[src/sv/ptq_pkg.sv]
// Shared types and constants for the per-session turn queue.
// Holds the request and result payload structs, codes and state enums.
// No dependencies.
`default_nettype none
package ptq_pkg;

  localparam logic [1:0] OP_ENQUEUE = 2'd0;
  localparam logic [1:0] OP_DONE    = 2'd1;
  localparam logic [1:0] OP_PURGE   = 2'd2;

  localparam logic [1:0] ACT_STATUS   = 2'd0;
  localparam logic [1:0] ACT_DISPATCH = 2'd1;
  localparam logic [1:0] ACT_DISCARD  = 2'd2;

  localparam logic [1:0] ST_OK   = 2'd0;
  localparam logic [1:0] ST_FAIL = 2'd1;
  localparam logic [1:0] ST_FULL = 2'd2;

  localparam int unsigned RQ_DEPTH = 4;

  localparam logic [4:0] USER_CAP_RESET = 5'd16;
  localparam logic [4:0] BG_CAP_RESET   = 5'd8;

  localparam logic REG_USER_CAP = 1'b0;
  localparam logic REG_BG_CAP   = 1'b1;

  typedef struct packed {
    logic [1:0]  operation;
    logic [31:0] session_key;
    logic        turn_source;
    logic [15:0] work_handle;
    logic        has_free_routine;
  } in_item_t;

  typedef struct packed {
    logic [1:0]  action;
    logic [1:0]  status;
    logic [15:0] item_handle;
    logic        call_free;
    logic        last;
  } out_item_t;

  typedef enum logic [2:0] {
    CLS_ENQ,
    CLS_ENQ_BAD,
    CLS_DONE,
    CLS_PURGE,
    CLS_BAD_OP
  } cls_t;

  typedef struct packed {
    cls_t        cls;
    logic [31:0] session_key;
    logic        turn_source;
    logic [15:0] work_handle;
    logic        has_free_routine;
  } cmd_t;

  typedef struct packed {
    logic        free_bit;
    logic [15:0] handle;
  } store_entry_t;

  typedef enum logic [2:0] {
    BK_IDLE,
    BK_MATCH,
    BK_RESOLVE,
    BK_EXEC,
    BK_READ,
    BK_EMIT
  } back_state_t;

endpackage
`default_nettype wire

[src/sv/ptq_front.sv]
// Front end: accepts requests, classifies them and holds them in a
// two-entry command queue for the back end. Depends on ptq_pkg.
`default_nettype none
module ptq_front (
  input  wire logic             clk,
  input  wire logic             rst_n,
  input  wire logic             push,
  output logic                  full,
  input  wire ptq_pkg::in_item_t in_data,
  output logic                  cmd_valid,
  output ptq_pkg::cmd_t         cmd,
  input  wire logic             cmd_pop
);

  ptq_pkg::cmd_t entry_r [2];
  logic          wr_ptr_r, wr_ptr_nxt;
  logic          rd_ptr_r, rd_ptr_nxt;
  logic [1:0]    cnt_r, cnt_nxt;
  ptq_pkg::cmd_t cls_cmd;
  logic          do_push, do_pop;

  always_comb begin
    cls_cmd.session_key      = in_data.session_key;
    cls_cmd.turn_source      = in_data.turn_source;
    cls_cmd.work_handle      = in_data.work_handle;
    cls_cmd.has_free_routine = in_data.has_free_routine;
    case (in_data.operation)
      ptq_pkg::OP_ENQUEUE: begin
        if (in_data.session_key == 32'd0 || in_data.work_handle == 16'd0) begin
          cls_cmd.cls = ptq_pkg::CLS_ENQ_BAD;
        end else begin
          cls_cmd.cls = ptq_pkg::CLS_ENQ;
        end
      end
      ptq_pkg::OP_DONE:  cls_cmd.cls = ptq_pkg::CLS_DONE;
      ptq_pkg::OP_PURGE: cls_cmd.cls = ptq_pkg::CLS_PURGE;
      default:           cls_cmd.cls = ptq_pkg::CLS_BAD_OP;
    endcase
  end

  assign full      = (cnt_r == 2'd2);
  assign cmd_valid = (cnt_r != 2'd0);
  assign cmd       = entry_r[rd_ptr_r];
  assign do_push   = push && !full;
  assign do_pop    = cmd_pop && cmd_valid;

  always_comb begin
    wr_ptr_nxt = do_push ? ~wr_ptr_r : wr_ptr_r;
    rd_ptr_nxt = do_pop ? ~rd_ptr_r : rd_ptr_r;
    cnt_nxt    = cnt_r + {1'b0, do_push} - {1'b0, do_pop};
  end

  always_ff @(posedge clk) begin
    if (!rst_n) begin
      wr_ptr_r <= 1'b0;
      rd_ptr_r <= 1'b0;
      cnt_r    <= 2'd0;
    end else begin
      wr_ptr_r <= wr_ptr_nxt;
      rd_ptr_r <= rd_ptr_nxt;
      cnt_r    <= cnt_nxt;
    end
  end

  always_ff @(posedge clk) begin
    if (do_push) begin
      entry_r[wr_ptr_r] <= cls_cmd;
    end
  end

endmodule
`default_nettype wire

[config.mk]
export PLATFORM = sky130hd
export DESIGN_NAME = ptq_front
export DESIGN_NICKNAME = d
export VERILOG_FILES = /design/src/sv/ptq_pkg.sv /design/src/sv/ptq_front.sv
export SDC_FILE = /design/constraint.sdc
export NUM_CORES = 1
export LEC_CHECK = 0
export ABC_AREA = 1
export BUFFER_PORTS_ARGS = -buffer_cell sky130_fd_sc_hd__buf_4
export CORE_UTILIZATION = 53
export CTS_BUF_LIST = sky130_fd_sc_hd__clkbuf_16
export DETAILED_ROUTE_END_ITERATION = 16
export PLACE_DENSITY = 0.79
export SLEW_MARGIN = 20
export SYNTH_ARGS = -nofsm -noshare
export SYNTH_HDL_FRONTEND = slang
export SYNTH_SLANG_ARGS = --single-unit
[constraint.sdc]
create_clock -name clk -period 3.74 [get_ports clk]
set_input_delay 0.561 -clock clk [delete_from_list [all_inputs] [get_ports clk]]
set_output_delay 0.561 -clock clk [all_outputs]
set_load 0.05 [all_outputs]
==> out/results.tsv <==
metric	value	unit
status	finished clean	
max_slew_margin	35.2	%
grt_pass1_wl	11700	um
setup_violations	0	
hold_path.class	input pin to flip-flop	
avgSynthCellArea	18.3	sq um
crit_required	3180	ps
diodes	0	
post-cts-setup-buffer-count	0	
cts_hold_buf	0	
grt_max_degree	54	
ys_ff_latch	111	
vdd_drop_max	0.581	mV
end_kind	primary output	
grt_pass1_vias	2436	
hpwl	5220	um
fill_cells	611	
insertion_delay	330	ps
final_layout_size_suffix_gt1_share	50.8	%
synth_ff_type	edfxtp_1	
finalMaxSlewViolations	0	
clock-skew-final	7.68	ps
area_delta_synth_final	26.1	%
period_minus_slack	2500	ps
dr.pass1.iters	4	
avgViaCountPerCell	5.00	
syn_area	0.00453	sq mm
yosys.cell_types.count	16	
synth-edff-count	106	
die_area	0.00892	sq mm
yosysMostFrequentCell	edfxtp_1	
tritoncts	built	
drt_wl_total	7650	um
htreeDepth	3	
nets	425	
drt_iter0_markers	99	
antenna_found_initial	0	
routed-via-count	2374	
maxCapViolations	0	
fin_ws	1240	ps
core-area	0.00826	sq mm
synth_area_leaders	edfxtp_1 (70%), mux2_4 (17%), nor2_1 (2.8%)	
synthDominantCellAreaShare	70.3	%
cts_buffers	9	
clock-sinks	111	
netlist_instances	247	
drc	0	
io_pins	111	
p_per_area	736	mW/mm^2
tightest_slew	972	ps
synth_commonest_cells	edfxtp_1 (106), mux2_4 (50), nor2_1 (34), nand2_1 (20), inv_1 (7)	
fmax	399	MHz
yosys.area.top_type	edfxtp_1	
yosys_warnings	0	
dieWidth	94.4	um
start_util	54.8	%
clockBufferDepth	2	
clk_pin_slew	70	ps
crit_path_max_fanout	53	
synthArstFlopShare	0	%
ctsResizeCount	0	
dp_slack	1550	ps
seq_area_frac_synth	72.5	%
worstPathArrival	1940	ps
finalCritPeriodShare	67.0	%
p_leak	2.27	nW
syn_nets	307	
port_buffers	110	
grt_usage	18.0	%
rsz0062_at_grt	no	
crit_type	flip-flop to primary output	
place_congestion	0.721	
wl_per_cell	16.1	um
startpoint_type	flip-flop	
rows	33	
ant_nets	0	
die_h	94.4	um
final-hold-violation-count	0	
cts_root_buffer	clkbuf_16	
grt_remaining_overflow	0	
tns	0	ps
==> sequential cells by signal (all words and copies together) (netlist names), named ones only <==
register	flops
cnt_r	2
entry_r	106
rd_ptr_r	1
wr_ptr_r	1
==> cell type report <==
cell class              instances  area (sq um)  share of cell area (%)
flip-flops and latches        111          3290                    57.5
clock buffers                   9           225                    3.94
well taps                     105           131                    2.30
repair buffers                113           848                    14.9
clock inverters                 7          70.1                    1.23
inverters                       8          30.0                   0.526
multi-input cells             122          1120                    19.6
==> stage by stage <==
step	util, %	cell area (sq um)	std cells	hold slack (ps)	power [W]
global route	69.2	5710	475	401	0.00436
floorplan	-	4530	247	447	0.00295
global placement	65.6	5420	459	452	0.00329
finish	69.2	5710	475	411	0.00420
CTS	69.2	5710	475	402	0.00424
detailed placement	65.6	5420	459	462	0.00332
==> logic make-up after synthesis <==
family	after synthesis	share of synthesized area, %
AOI/OAI and AO/OA	9	1.16
adders and majority gates	4	1.11
xor gates and xnor gates	1	0.193
DFF	111	72.5
muxes	53	17.3
and+or+nand+nor	55	4.61
buffers and inverters	14	3.12
==> worst paths after layout <==
| check | start | end | slack (ps) | depth (start not counted) |
|---|---|---|---|---|
| max reg2reg | cnt_r[1] | entry_r[1][31] | 1880 | 4 |
| min | in_data[0] | entry_r[0][0] | 410 | 1 |
| min reg2reg | rd_ptr_r | flip-flop | 480 | 1 |
| max | flip-flop | cmd[1] | 1240 | 2 |
==> metal layers <==
layer / up-vias / GRT usage (%) / wire, um
li1: 1147 / - / -
met1: 1158 / 21.0 / 3070
met2: 60 / 33.0 / 4170
met3: 9 / 2.90 / 283
met4: 0 / 6.92 / 124
met5: - / 0 / 0
==> critical path, stage by stage (launching register included) <==
cell and delay, ps:
dfxtp_4 1000, mux2_2 420, buf_4 190
==> cells in the final DEF, fill, tap and decap left out, drive strengths merged <==
master	n
ha	4
edfxtp	106
clkinvlp	1
or2	1
dfxtp	5
mux2	53
nand2	20
inv	10
clkbuf	9
clkinv	3
nor2	34
o21ai	5
xnor2	1
a21oi	4
bufinv	1
buf	113
==> where the power goes <==
group	leakage, nW	internal [W]	total (W)	switching [W]
registers	1.03	0.00159	0.00173	0.000142
logic	1.09	0.000591	0.00155	0.000956
clock network	0.146	0.000520	0.000929	0.000408
(Power assumes the default switching activity.)
