File: src/sv/ptq_pkg.sv
// Shared types and constants for the per-session turn queue.
// Holds the request and result payload structs, codes and state enums.
// No dependencies.
`default_nettype none
package ptq_pkg;

  localparam logic [1:0] OP_ENQUEUE = 2'd0;
  localparam logic [1:0] OP_DONE    = 2'd1;
  localparam logic [1:0] OP_PURGE   = 2'd2;

  localparam logic [1:0] ACT_STATUS   = 2'd0;
  localparam logic [1:0] ACT_DISPATCH = 2'd1;
  localparam logic [1:0] ACT_DISCARD  = 2'd2;

  localparam logic [1:0] ST_OK   = 2'd0;
  localparam logic [1:0] ST_FAIL = 2'd1;
  localparam logic [1:0] ST_FULL = 2'd2;

  localparam int unsigned RQ_DEPTH = 4;

  localparam logic [4:0] USER_CAP_RESET = 5'd16;
  localparam logic [4:0] BG_CAP_RESET   = 5'd8;

  localparam logic REG_USER_CAP = 1'b0;
  localparam logic REG_BG_CAP   = 1'b1;

  typedef struct packed {
    logic [1:0]  operation;
    logic [31:0] session_key;
    logic        turn_source;
    logic [15:0] work_handle;
    logic        has_free_routine;
  } in_item_t;

  typedef struct packed {
    logic [1:0]  action;
    logic [1:0]  status;
    logic [15:0] item_handle;
    logic        call_free;
    logic        last;
  } out_item_t;

  typedef enum logic [2:0] {
    CLS_ENQ,
    CLS_ENQ_BAD,
    CLS_DONE,
    CLS_PURGE,
    CLS_BAD_OP
  } cls_t;

  typedef struct packed {
    cls_t        cls;
    logic [31:0] session_key;
    logic        turn_source;
    logic [15:0] work_handle;
    logic        has_free_routine;
  } cmd_t;

  typedef struct packed {
    logic        free_bit;
    logic [15:0] handle;
  } store_entry_t;

  typedef enum logic [2:0] {
    BK_IDLE,
    BK_MATCH,
    BK_RESOLVE,
    BK_EXEC,
    BK_READ,
    BK_EMIT
  } back_state_t;

endpackage
`default_nettype wire

File: src/sv/ptq_resq.sv
// Result queue between the back end and the result ports.
// A small circular buffer of result items. Depends on ptq_pkg.
`default_nettype none
module ptq_resq (
  input  wire logic               clk,
  input  wire logic               rst_n,
  input  wire logic               wr_en,
  input  wire ptq_pkg::out_item_t wr_item,
  output logic                    q_full,
  output logic                    q_empty,
  input  wire logic               rd_en,
  output ptq_pkg::out_item_t      rd_item
);

  localparam int unsigned PW = $clog2(ptq_pkg::RQ_DEPTH);

  ptq_pkg::out_item_t buf_r [ptq_pkg::RQ_DEPTH];
  logic [PW-1:0] wr_ptr_r, wr_ptr_nxt;
  logic [PW-1:0] rd_ptr_r, rd_ptr_nxt;
  logic [PW:0]   cnt_r, cnt_nxt;
  logic          do_wr, do_rd;

  assign q_full  = (cnt_r == (PW+1)'(ptq_pkg::RQ_DEPTH));
  assign q_empty = (cnt_r == '0);
  assign rd_item = buf_r[rd_ptr_r];
  assign do_wr   = wr_en && !q_full;
  assign do_rd   = rd_en && !q_empty;

  always_comb begin
    wr_ptr_nxt = do_wr ? wr_ptr_r + PW'(1) : wr_ptr_r;
    rd_ptr_nxt = do_rd ? rd_ptr_r + PW'(1) : rd_ptr_r;
    cnt_nxt    = cnt_r + (PW+1)'(do_wr) - (PW+1)'(do_rd);
  end

  always_ff @(posedge clk) begin
    if (!rst_n) begin
      wr_ptr_r <= '0;
      rd_ptr_r <= '0;
      cnt_r    <= '0;
    end else begin
      wr_ptr_r <= wr_ptr_nxt;
      rd_ptr_r <= rd_ptr_nxt;
      cnt_r    <= cnt_nxt;
    end
  end

  always_ff @(posedge clk) begin
    if (do_wr) begin
      buf_r[wr_ptr_r] <= wr_item;
    end
  end

endmodule
`default_nettype wire

File: config.mk
export PLATFORM = sky130hd
export DESIGN_NAME = ptq_resq
export DESIGN_NICKNAME = d
export VERILOG_FILES = /design/src/sv/ptq_pkg.sv /design/src/sv/ptq_resq.sv
export SDC_FILE = /design/constraint.sdc
export NUM_CORES = 1
export LEC_CHECK = 0
export BUFFER_PORTS_ARGS = -buffer_cell sky130_fd_sc_hd__buf_2
export CORE_MARGIN = 1.5
export CORE_UTILIZATION = 40
export DETAILED_ROUTE_END_ITERATION = 8
export GPL_TIMING_DRIVEN = 0
export PLACE_DENSITY = 0.68
export SYNTH_ARGS = -nofsm -noshare
export SYNTH_HDL_FRONTEND = slang
export SYNTH_SLANG_ARGS = --single-unit
File: constraint.sdc
create_clock -name clk -period 3.5 [get_ports clk]
set_input_delay 0.175 -clock clk [delete_from_list [all_inputs] [get_ports clk]]
set_output_delay 0.175 -clock clk [all_outputs]
set_load 0.005 [all_outputs]
==> run metrics, run 1 <==
crit path from=cnt_r[2]; final setup margin=1.31 ns; final WL=5660 um; commonest non-fill, non-tap cell in the layout=edfxtp_1; CP max stage delay=0.38 ns; slowest CP cell=fa_1; Leak=1.47 nW; pre-CTS setup slack=1.32 ns; Final GP Congestion=0.696; dpl cell area=4050 um^2; final worst clock skew=0.00712 ns; largest net degree at the start of global routing=23; final worst path period share=62.5%; detailed-route via count=1675; Hold Path Class=in -> reg; Via density=4.97; Total Neg Setup Slack=0 ns; distinct cell type count after synthesis=21; DR top layer=met4; row count=34; crit path cell chain=nor3b_2 -> nor2b_1 -> buf_6 -> inv_1 -> ha_1 -> inv_1 -> ha_1 -> fa_1 -> xnor2_1 -> xnor2_1 -> and2_1; post-synth top area share=72.0%; synth top area cells=edfxtp_1 72%, mux4_2 12%, dfxtp_1 4.9%, ha_1 2.0%, mux4_1 1.4%; DR pass1 iterations=6; total CTS buffers=9; layout net count=257; Die Span Y=98.8 um; required time worst endpoint=3.75 ns; outcome=finished with violations; # hold bufs at CTS=0; Avg WL per Cell=16.8 um; register area share after synthesis=76.9%; 1st-iter DRT viols=71; Post-DRT Antenna Nets=0; post-DP HPWL=3560 um; fin crit period=2.19 ns; clock slew at reported path FFs=0.09 ns; Mapped Nets=198; global-route usage over all layers=12.2%; Finished Layout Cells=337; port bufs=48; initial antenna violation count=0; Yosys warnings=0; Congestion Overflow GR=0; fmax=0.457 GHz; Slew HR=20.8%; CTS tree=built; Critical Path Sink Type=flip-flop; reg2reg start=cnt_r[2]; Critical Path AT=2.44 ns; CORE AREA=8810 um^2; violated checks=design-rule violations; PD cells=665 nW/um^2; cts repair resizes=0; Cell Area, Synth=3670 um^2; Hold Path Origin=wr_item[6]; worst setup path class=reg -> reg; clk sink count=97; Worst Hold End=buf_r[0][6]; die area=9760 um^2; CTS Buffer Depth=2; Yosys reg bits=97; worst reg-to-reg path cell count=11; final-report hold violation count=0; critical path peak fanout=7; Die Width=98.8 um; synth-to-layout area growth=16.2%; Antenna diodes=0; initial core utilization=41.7%; wl on met1=2340 um; max-cap violation count=0; Mapped Avg Cell Area=22.2 um^2; # DRC=6; hold path cells=1; clk root buf=clkbuf_8; met3 wire length=341 um; met2 wire length=2900 um; Worst setup SP type=flip-flop; Design Power=2.84 mW; Syn Inst Count=165; peak supply drop=411 uV; Post-CTS Setup Bufs=0; dominant cell type by area after synthesis=edfxtp_1; dpl cells=321; most frequent cells in the layout=88 x edfxtp_1, 50 x buf_2, 20 x mux4_2; num ports=50; R2R Path End=cnt_r[2]; setup slack, reg-to-reg=1.31 ns; clk_lat worst skew=0.35 ns; final design utilization=48.4%; proportion of layout cells with a drive suffix above 1=39.3%; Slew @ Worst Pin=1.19 ns; Finished Cell Area=4260 um^2; # setup viols final=0; first-pass GRT wire length=8730 um; Worst Hold Slack=0.0345 ns; vias in the first global route=1702; H-tree levels=3; max-slew violations=0; setup repair after global routing missed its margin=false
-- worst max-delay path, delay by kind of cell, from the launching register on --
kind	cells	cell delay (ns)
xor+xnor	2	0.27
fa+ha+maj	3	0.82
buf+inv	3	0.23
flops	1	0.34
simple gates	3	0.44
-- kinds of logic (layout without fill, tap and decap cells) --
logic type / Yosys count / after routing / synth area share, %
buffers and inverters: 12 / 76 / 1.91
adders and majority gates: 7 / 7 / 2.59
muxes: 24 / 24 / 14.3
and+or+nand+nor: 19 / 19 / 3.24
AOI/OAI and AO/OA: 4 / 4 / 0.614
xor gates and xnor gates: 2 / 2 / 0.477
DFF: 97 / 97 / 76.9
-- state kept, by name (all words and copies together) (netlist names), named ones only --
register / flops
buf_r: 88
cnt_r: 3
rd_ptr_r: 2
wr_ptr_r: 2
-- synth_stat cells --
cell	n
mux4_1	2
inv_1	6
or3_1	1
edfxtp_1	88
a21boi_1	1
clkbuf_1	1
ha_1	6
nor2b_1	2
dfxtp_1	9
mux2i_1	2
fa_1	1
nand4bb_1	1
o21ai_0	3
buf_2	2
buf_6	3
nand2_1	6
xnor2_1	2
mux4_2	20
nor3_2	1
nor3b_2	1
and2_1	7
-- cell type report --
cell class                      instances  area, um^2
Buffer                                  6        47.5
Multi-Input combinational cell         56         777
Tap cell                              108         135
Clock inverter                          7        93.8
Clock buffer                            9         124
Sequential cell                        97        2820
Timing Repair Buffer                   48         240
Fill cell                             732        4540
Inverter                                6        22.5
-- per-layer routing --
layer  up-vias  global-route usage (%)
li1        782                       -
met4         0                    3.96
met3         8                    4.82
met2        45                    20.2
met1       840                    14.7
met5         -                       0
-- how the worst max path moves through the flow --
stage	end	slack, ns	cells after the start
floorplan	cnt_r[2]	1.39	11
global placement	cnt_r[2]	1.32	11
detailed placement	cnt_r[2]	1.32	11
CTS	cnt_r[2]	1.30	11
global route	cnt_r[2]	1.18	11
finish	cnt_r[2]	1.31	11
-- where the power goes --
part | switching, mW | internal [mW] | total [mW]
registers | 0.0482 | 1.41 | 1.46
clock network | 0.360 | 0.402 | 0.762
logic | 0.290 | 0.325 | 0.616
total | 0.699 | 2.14 | 2.84
Note: power is estimated with default switching activity, not from simulation.
==> run 2: changes to the inputs <==
clock period = 2.13 ns   (was 3.5 ns; I/O delays follow)
==> run 2 against run 1 <==
Net effect:
- clock skew rose by 0.00092 ns
- worst setup slack got worse by 1.3 ns
- highest routed layer unchanged
- critical path depth did not move
- the flow finishes with violations (design-rule violations, negative setup slack)
- sequential share of layout area fell by 4.3 points
- final area rose by 7.1%
- cell count rose by 7.4%
==> run metrics, run 2 (synthesis results as in run 1) <==
first-pass GRT wire length=9040 um (was 8730 um); final-report hold violation count=0 (unchanged); DR pass1 iterations=6 (unchanged); Die Span Y=98.8 um (unchanged); 1st-iter DRT viols=63 (was 71); Finished Layout Cells=362 (was 337); sum of buffers and inverters on the critical path=3 (unchanged); Slew @ Worst Pin=0.625 ns (was 1.19 ns); H-tree levels=3 (unchanged); commonest non-fill, non-tap cell in the layout=edfxtp_1 (unchanged); vias in the first global route=1790 (was 1702); Worst Setup EP=cnt_r[2] (unchanged); Largest regs=buf_r (88), cnt_r (3) (unchanged); Finished Cell Area=4570 um^2 (was 4260 um^2); dpl cells=321 (unchanged); port bufs=48 (unchanged); hold path cells=3 (was 1); clk root buf=clkbuf_8 (unchanged); row count=34 (unchanged); proportion of layout cells with a drive suffix above 1=41.7% (was 39.3%); # DRC=6 (unchanged); CTS Buffer Depth=2 (unchanged); max-slew violations=0 (unchanged); # setup viols final=1 (was 0); crit path from=cnt_r[2] (unchanged); total CTS buffers=9 (unchanged); Critical Path AT=2.41 ns (was 2.44 ns); most frequent cells in the layout=88 x edfxtp_1, 50 x buf_2, 22 x dlygate4sd3_1 (was 88 x edfxtp_1, 50 x buf_2, 20 x mux4_2); setup slack, reg-to-reg=-0.03 ns (was 1.31 ns); CP delay by family, top=adder cells (unchanged); layout net count=282 (was 257); cell mode on critical path=ha_4; clock slew at reported path FFs=0.09 ns (about the same); reg2reg start=cnt_r[2] (unchanged); die area=9760 um^2 (unchanged); R2R Path End=cnt_r[2] (unchanged); worst reg-to-reg path cell count=11 (unchanged); max reg flops=88 (unchanged); num ports=50 (unchanged); Hold Path Class=in -> reg (unchanged); Worst Hold Slack=0.0834 ns (was 0.0345 ns); max-cap violation count=0 (unchanged); violated checks=design-rule violations, negative setup slack (was design-rule violations); clk sink count=97 (unchanged); PD cells=1050 nW/um^2 (was 665 nW/um^2); CP max stage delay=0.37 ns (was 0.38 ns); peak supply drop=717 uV (was 411 uV); initial core utilization=41.7% (unchanged); clk_lat worst skew=0.35 ns (about the same); largest net degree at the start of global routing=23 (unchanged); post-DP HPWL=3560 um (unchanged); Slew HR=58.3% (was 20.8%); slowest CP cell=dfxtp_4 (was fa_1); Antenna diodes=0 (unchanged); Biggest register=buf_r (unchanged); stages on the worst setup path=11 (unchanged); Post-DRT Antenna Nets=0 (unchanged); Worst setup SP type=flip-flop (unchanged); required time worst endpoint=2.38 ns (was 3.75 ns); Die Width=98.8 um (unchanged); Avg WL per Cell=16.3 um (was 16.8 um); final WL=5900 um (was 5660 um); critical path peak fanout=7 (unchanged); outcome=finished with violations (unchanged); initial antenna violation count=0 (unchanged); Final GP Congestion=0.696 (unchanged); Critical Path Sink Type=flip-flop (unchanged); synth-to-layout area growth=24.4% (was 16.2%); CORE AREA=8810 um^2 (unchanged); final worst path period share=101% (was 62.5%); Design Power=4.80 mW (was 2.84 mW); dpl cell area=4050 um^2 (unchanged); crit path cell chain=nor3b_4 -> nor2b_1 -> buf_6 -> inv_4 -> ha_4 -> inv_2 -> ha_4 -> fa_2 -> xnor2_2 -> xnor2_1 -> and2_1 (was nor3b_2 -> nor2b_1 -> buf_6 -> inv_1 -> ha_1 -> inv_1 -> ha_1 -> fa_1 -> xnor2_1 -> xnor2_1 -> and2_1); fin crit period=2.16 ns (was 2.19 ns); detailed-route via count=1774 (was 1675); setup repair after global routing missed its margin=true (was false); Leak=1.58 nW (was 1.47 nW); CTS tree=built (unchanged); global-route usage over all layers=12.5% (was 12.2%); fmax=0.464 GHz (was 0.457 GHz); final setup margin=-0.0256 ns (was 1.31 ns); Via density=4.90 (was 4.97); pre-CTS setup slack=-0.0501 ns (was 1.32 ns); worst setup path class=reg -> reg (unchanged); final worst clock skew=0.00804 ns (was 0.00712 ns); Congestion Overflow GR=0 (unchanged)
[run 2: layout make-up]
type | count | area, um^2
clock buffers | 9 | 124
repair buffers | 73 | 483
plain buffers | 6 | 47.5
flip-flops and latches | 97 | 2830
clock inverters | 7 | 93.8
multi-input cells | 56 | 830
well taps | 108 | 135
fillers | 708 | 4240
inverters | 6 | 25.0
[run 2: how the worst min path moves through the flow]
stage	start	endpoint	slack, ns
2_1_floorplan	wr_item[0]	buf_r[0][0]	0.21
3_3_place_gp	wr_item[20]	buf_r[1][20]	0.32
3_5_place_dp	wr_item[3]	buf_r[3][3]	0.32
4_1_cts	rd_en	flip-flop	0.06
5_1_grt	rd_en	flip-flop	0.10
6_report	rd_en	flip-flop	0.08
[run 2: stage by stage]
step | TNS (ns) | util, %
finish | -0.0256 | 51.9
global route | -0.138 | 51.9
detailed placement | -1.03 | 45.9
floorplan | 0 | -
CTS | -0.0186 | 51.0
global placement | -0.838 | 45.9
[run 2: layer usage]
layer / up-vias / wire [um] / global-route usage, %
li1: 830 / - / -
met1: 896 / 2530 / 15.3
met2: 41 / 3010 / 20.8
met3: 7 / 281 / 4.40
met4: 0 / 73 / 3.96
met5: - / 0 / 0
[run 2: power breakdown]
group          leakage (nW)  internal, mW  switching [mW]
Combinational         0.594         0.621           0.511
Sequential            0.881          2.32          0.0956
Clock                 0.107         0.661           0.593
Total                  1.58          3.60            1.20
[run 2: what timing repair did]
action / 4_1_cts / 5_1_grt
buffers inserted: 0 / 3
hold buffers: 22 / 0
endpoints found under the setup margin: 50 / 45
pin swaps: 0 / 3
resized for setup: 4 / 14
cloned: 0 / 0
hold endpoints to repair: 88 / 0
[run 2: worst min-delay path, cell delays in order]
cell and delay, ns:
buf_2 0.10, nand4bb_1 0.12, o21ai_0 0.08
==> run 3: changes to the inputs <==
CORE_MARGIN = unset   (was 1.5)
PLACE_DENSITY = 0.7   (was 0.68)
clock period = 1.8 ns   (was 2.13 ns; I/O delays follow)
==> run 3 against run 2 <==
Net effect:
- the run still ends with design-rule violations, negative setup slack left
- sequential power increased by 19%
- first-iteration DRC count decreased by 14%
- core utilization increased by 0.51 points
- critical path type unchanged
- cell count increased by 0.28%
==> run metrics, run 3 (synthesis results as in run 1) <==
first-pass GRT wire length=9250 um (was 9040 um); CTS tree=built (unchanged); H-tree levels=3 (unchanged); Critical Path AT=2.37 ns (was 2.41 ns); Worst setup SP type=flip-flop (unchanged); row count=34 (unchanged); detailed-route via count=1801 (was 1774); DR pass1 iterations=6 (unchanged); Avg WL per Cell=16.2 um (was 16.3 um); die area=9560 um^2 (was 9760 um^2); most frequent cells in the layout=88 x edfxtp_1, 50 x buf_2, 22 x dlygate4sd3_1 (unchanged); final WL=5870 um (was 5900 um); worst setup path class=reg -> reg (unchanged); global-route usage over all layers=13.3% (was 12.5%); clock slew at reported path FFs=0.09 ns (about the same); Hold Path Class=in -> reg (unchanged); Die Span Y=97.8 um (was 98.8 um); port bufs=48 (unchanged); Via density=4.96 (was 4.90); max reg flops=88 (unchanged); Finished Layout Cells=363 (was 362); Leak=1.60 nW (was 1.58 nW); Biggest register=buf_r (unchanged); clk root buf=clkbuf_8 (unchanged); clk sink count=97 (unchanged); Finished Cell Area=4610 um^2 (was 4570 um^2); synth-to-layout area growth=25.7% (was 24.4%); max-cap violation count=0 (unchanged); largest net degree at the start of global routing=23 (unchanged); num ports=50 (unchanged); # setup viols final=2 (was 1); Antenna diodes=0 (unchanged); critical path peak fanout=3 (was 7); final worst clock skew=0.00835 ns (was 0.00804 ns); peak supply drop=616 uV (was 717 uV); Post-DRT Antenna Nets=0 (unchanged); dpl cells=321 (unchanged); final-report hold violation count=0 (unchanged); fmax=0.474 GHz (was 0.464 GHz); max-slew violations=0 (unchanged); Congestion Overflow GR=0 (unchanged); commonest non-fill, non-tap cell in the layout=edfxtp_1 (unchanged); proportion of layout cells with a drive suffix above 1=42.4% (was 41.7%); CTS Buffer Depth=2 (unchanged); Design Power=5.90 mW (was 4.80 mW); Slew @ Worst Pin=0.394 ns (was 0.625 ns); required time worst endpoint=2.06 ns (was 2.38 ns); violated checks=design-rule violations, negative setup slack (unchanged); initial core utilization=41.7% (unchanged); vias in the first global route=1833 (was 1790); Die Width=97.8 um (was 98.8 um); 1st-iter DRT viols=54 (was 63); PD cells=1280 nW/um^2 (was 1050 nW/um^2); Critical Path Sink Type=flip-flop (unchanged); fin crit period=2.11 ns (was 2.16 ns); worst reg-to-reg path cell count=11 (unchanged); final worst path period share=117% (was 101%); total CTS buffers=9 (unchanged); final setup margin=-0.308 ns (was -0.0256 ns); post-DP HPWL=3500 um (was 3560 um); outcome=finished with violations (unchanged); Largest regs=buf_r (88), cnt_r (3) (unchanged); pre-CTS setup slack=-0.325 ns (was -0.0501 ns); # DRC=10 (was 6); layout net count=283 (was 282); setup repair after global routing missed its margin=true (unchanged); Final GP Congestion=0.641 (was 0.696); dpl cell area=4060 um^2 (was 4050 um^2); CORE AREA=8810 um^2 (unchanged); clk_lat worst skew=0.36 ns (was 0.35 ns); Slew HR=73.7% (was 58.3%); initial antenna violation count=0 (unchanged); hold path cells=3 (unchanged); number of fill cells=708 (unchanged)
[run 3: cell type report]
cell class | instances | area (um^2) | share of cell area [%]
clock buffers | 9 | 124 | 2.69
clock inverters | 7 | 118 | 2.55
well taps | 108 | 135 | 2.93
inverters | 6 | 25.0 | 0.543
multi-input cells | 56 | 835 | 18.1
flip-flops and latches | 97 | 2830 | 61.4
plain buffers | 6 | 55.1 | 1.19
repair buffers | 74 | 490 | 10.6
[run 3: final timing paths]
path	from	end	slack, ns
max	cnt_r[2]	cnt_r[2]	-0.31
min	rd_en	flip-flop	0.06
max reg2reg	cnt_r[2]	cnt_r[2]	-0.31
min reg2reg	rd_ptr_r[0]	flip-flop	0.50
[run 3: repair_timing]
item / in CTS / in global routing
endpoints found under the hold margin: 88 / 0
hold buffers: 22 / 0
endpoints found under the setup margin: 108 / 5
setup buffers: 1 / 3
pin swaps: 0 / 4
resized for setup: 12 / 8
[run 3: through the flow]
stage	setup TNS [ns]	hold WS, ns	util (%)
6_report	-0.419	0.0600	52.4
5_1_grt	-0.580	0.0714	52.4
4_1_cts	-0.440	0.0427	51.6
3_5_place_dp	-26.39	0.310	46.1
3_3_place_gp	-26.54	0.302	46.1
2_1_floorplan	-0.336	0.189	-
[run 3: power by group]
group / switching (mW) / internal, mW / leakage, nW
Combinational: 0.604 / 0.774 / 0.604
Sequential: 0.112 / 2.74 / 0.882
Clock: 0.744 / 0.923 / 0.114
[run 3: per-layer routing]
layer  share of wire, %  vias up  GRT usage, %
met3                5.1       12          4.01
met1                 42      914          16.7
li1                   -      833             -
met2                 50       42          21.2
met4                2.1        0          6.64
met5                  0        -             0
[run 3: worst max-delay path, stage by stage, from the launching register on]
cell and delay, ns:
dfxtp_4 0.37, nor3b_4 0.15, nor2b_1 0.13, buf_6 0.12, inv_4 0.03, ha_4 0.24
inv_2 0.04, ha_4 0.15, fa_2 0.37, xnor2_2 0.15, xnor2_1 0.12, and2_1 0.15
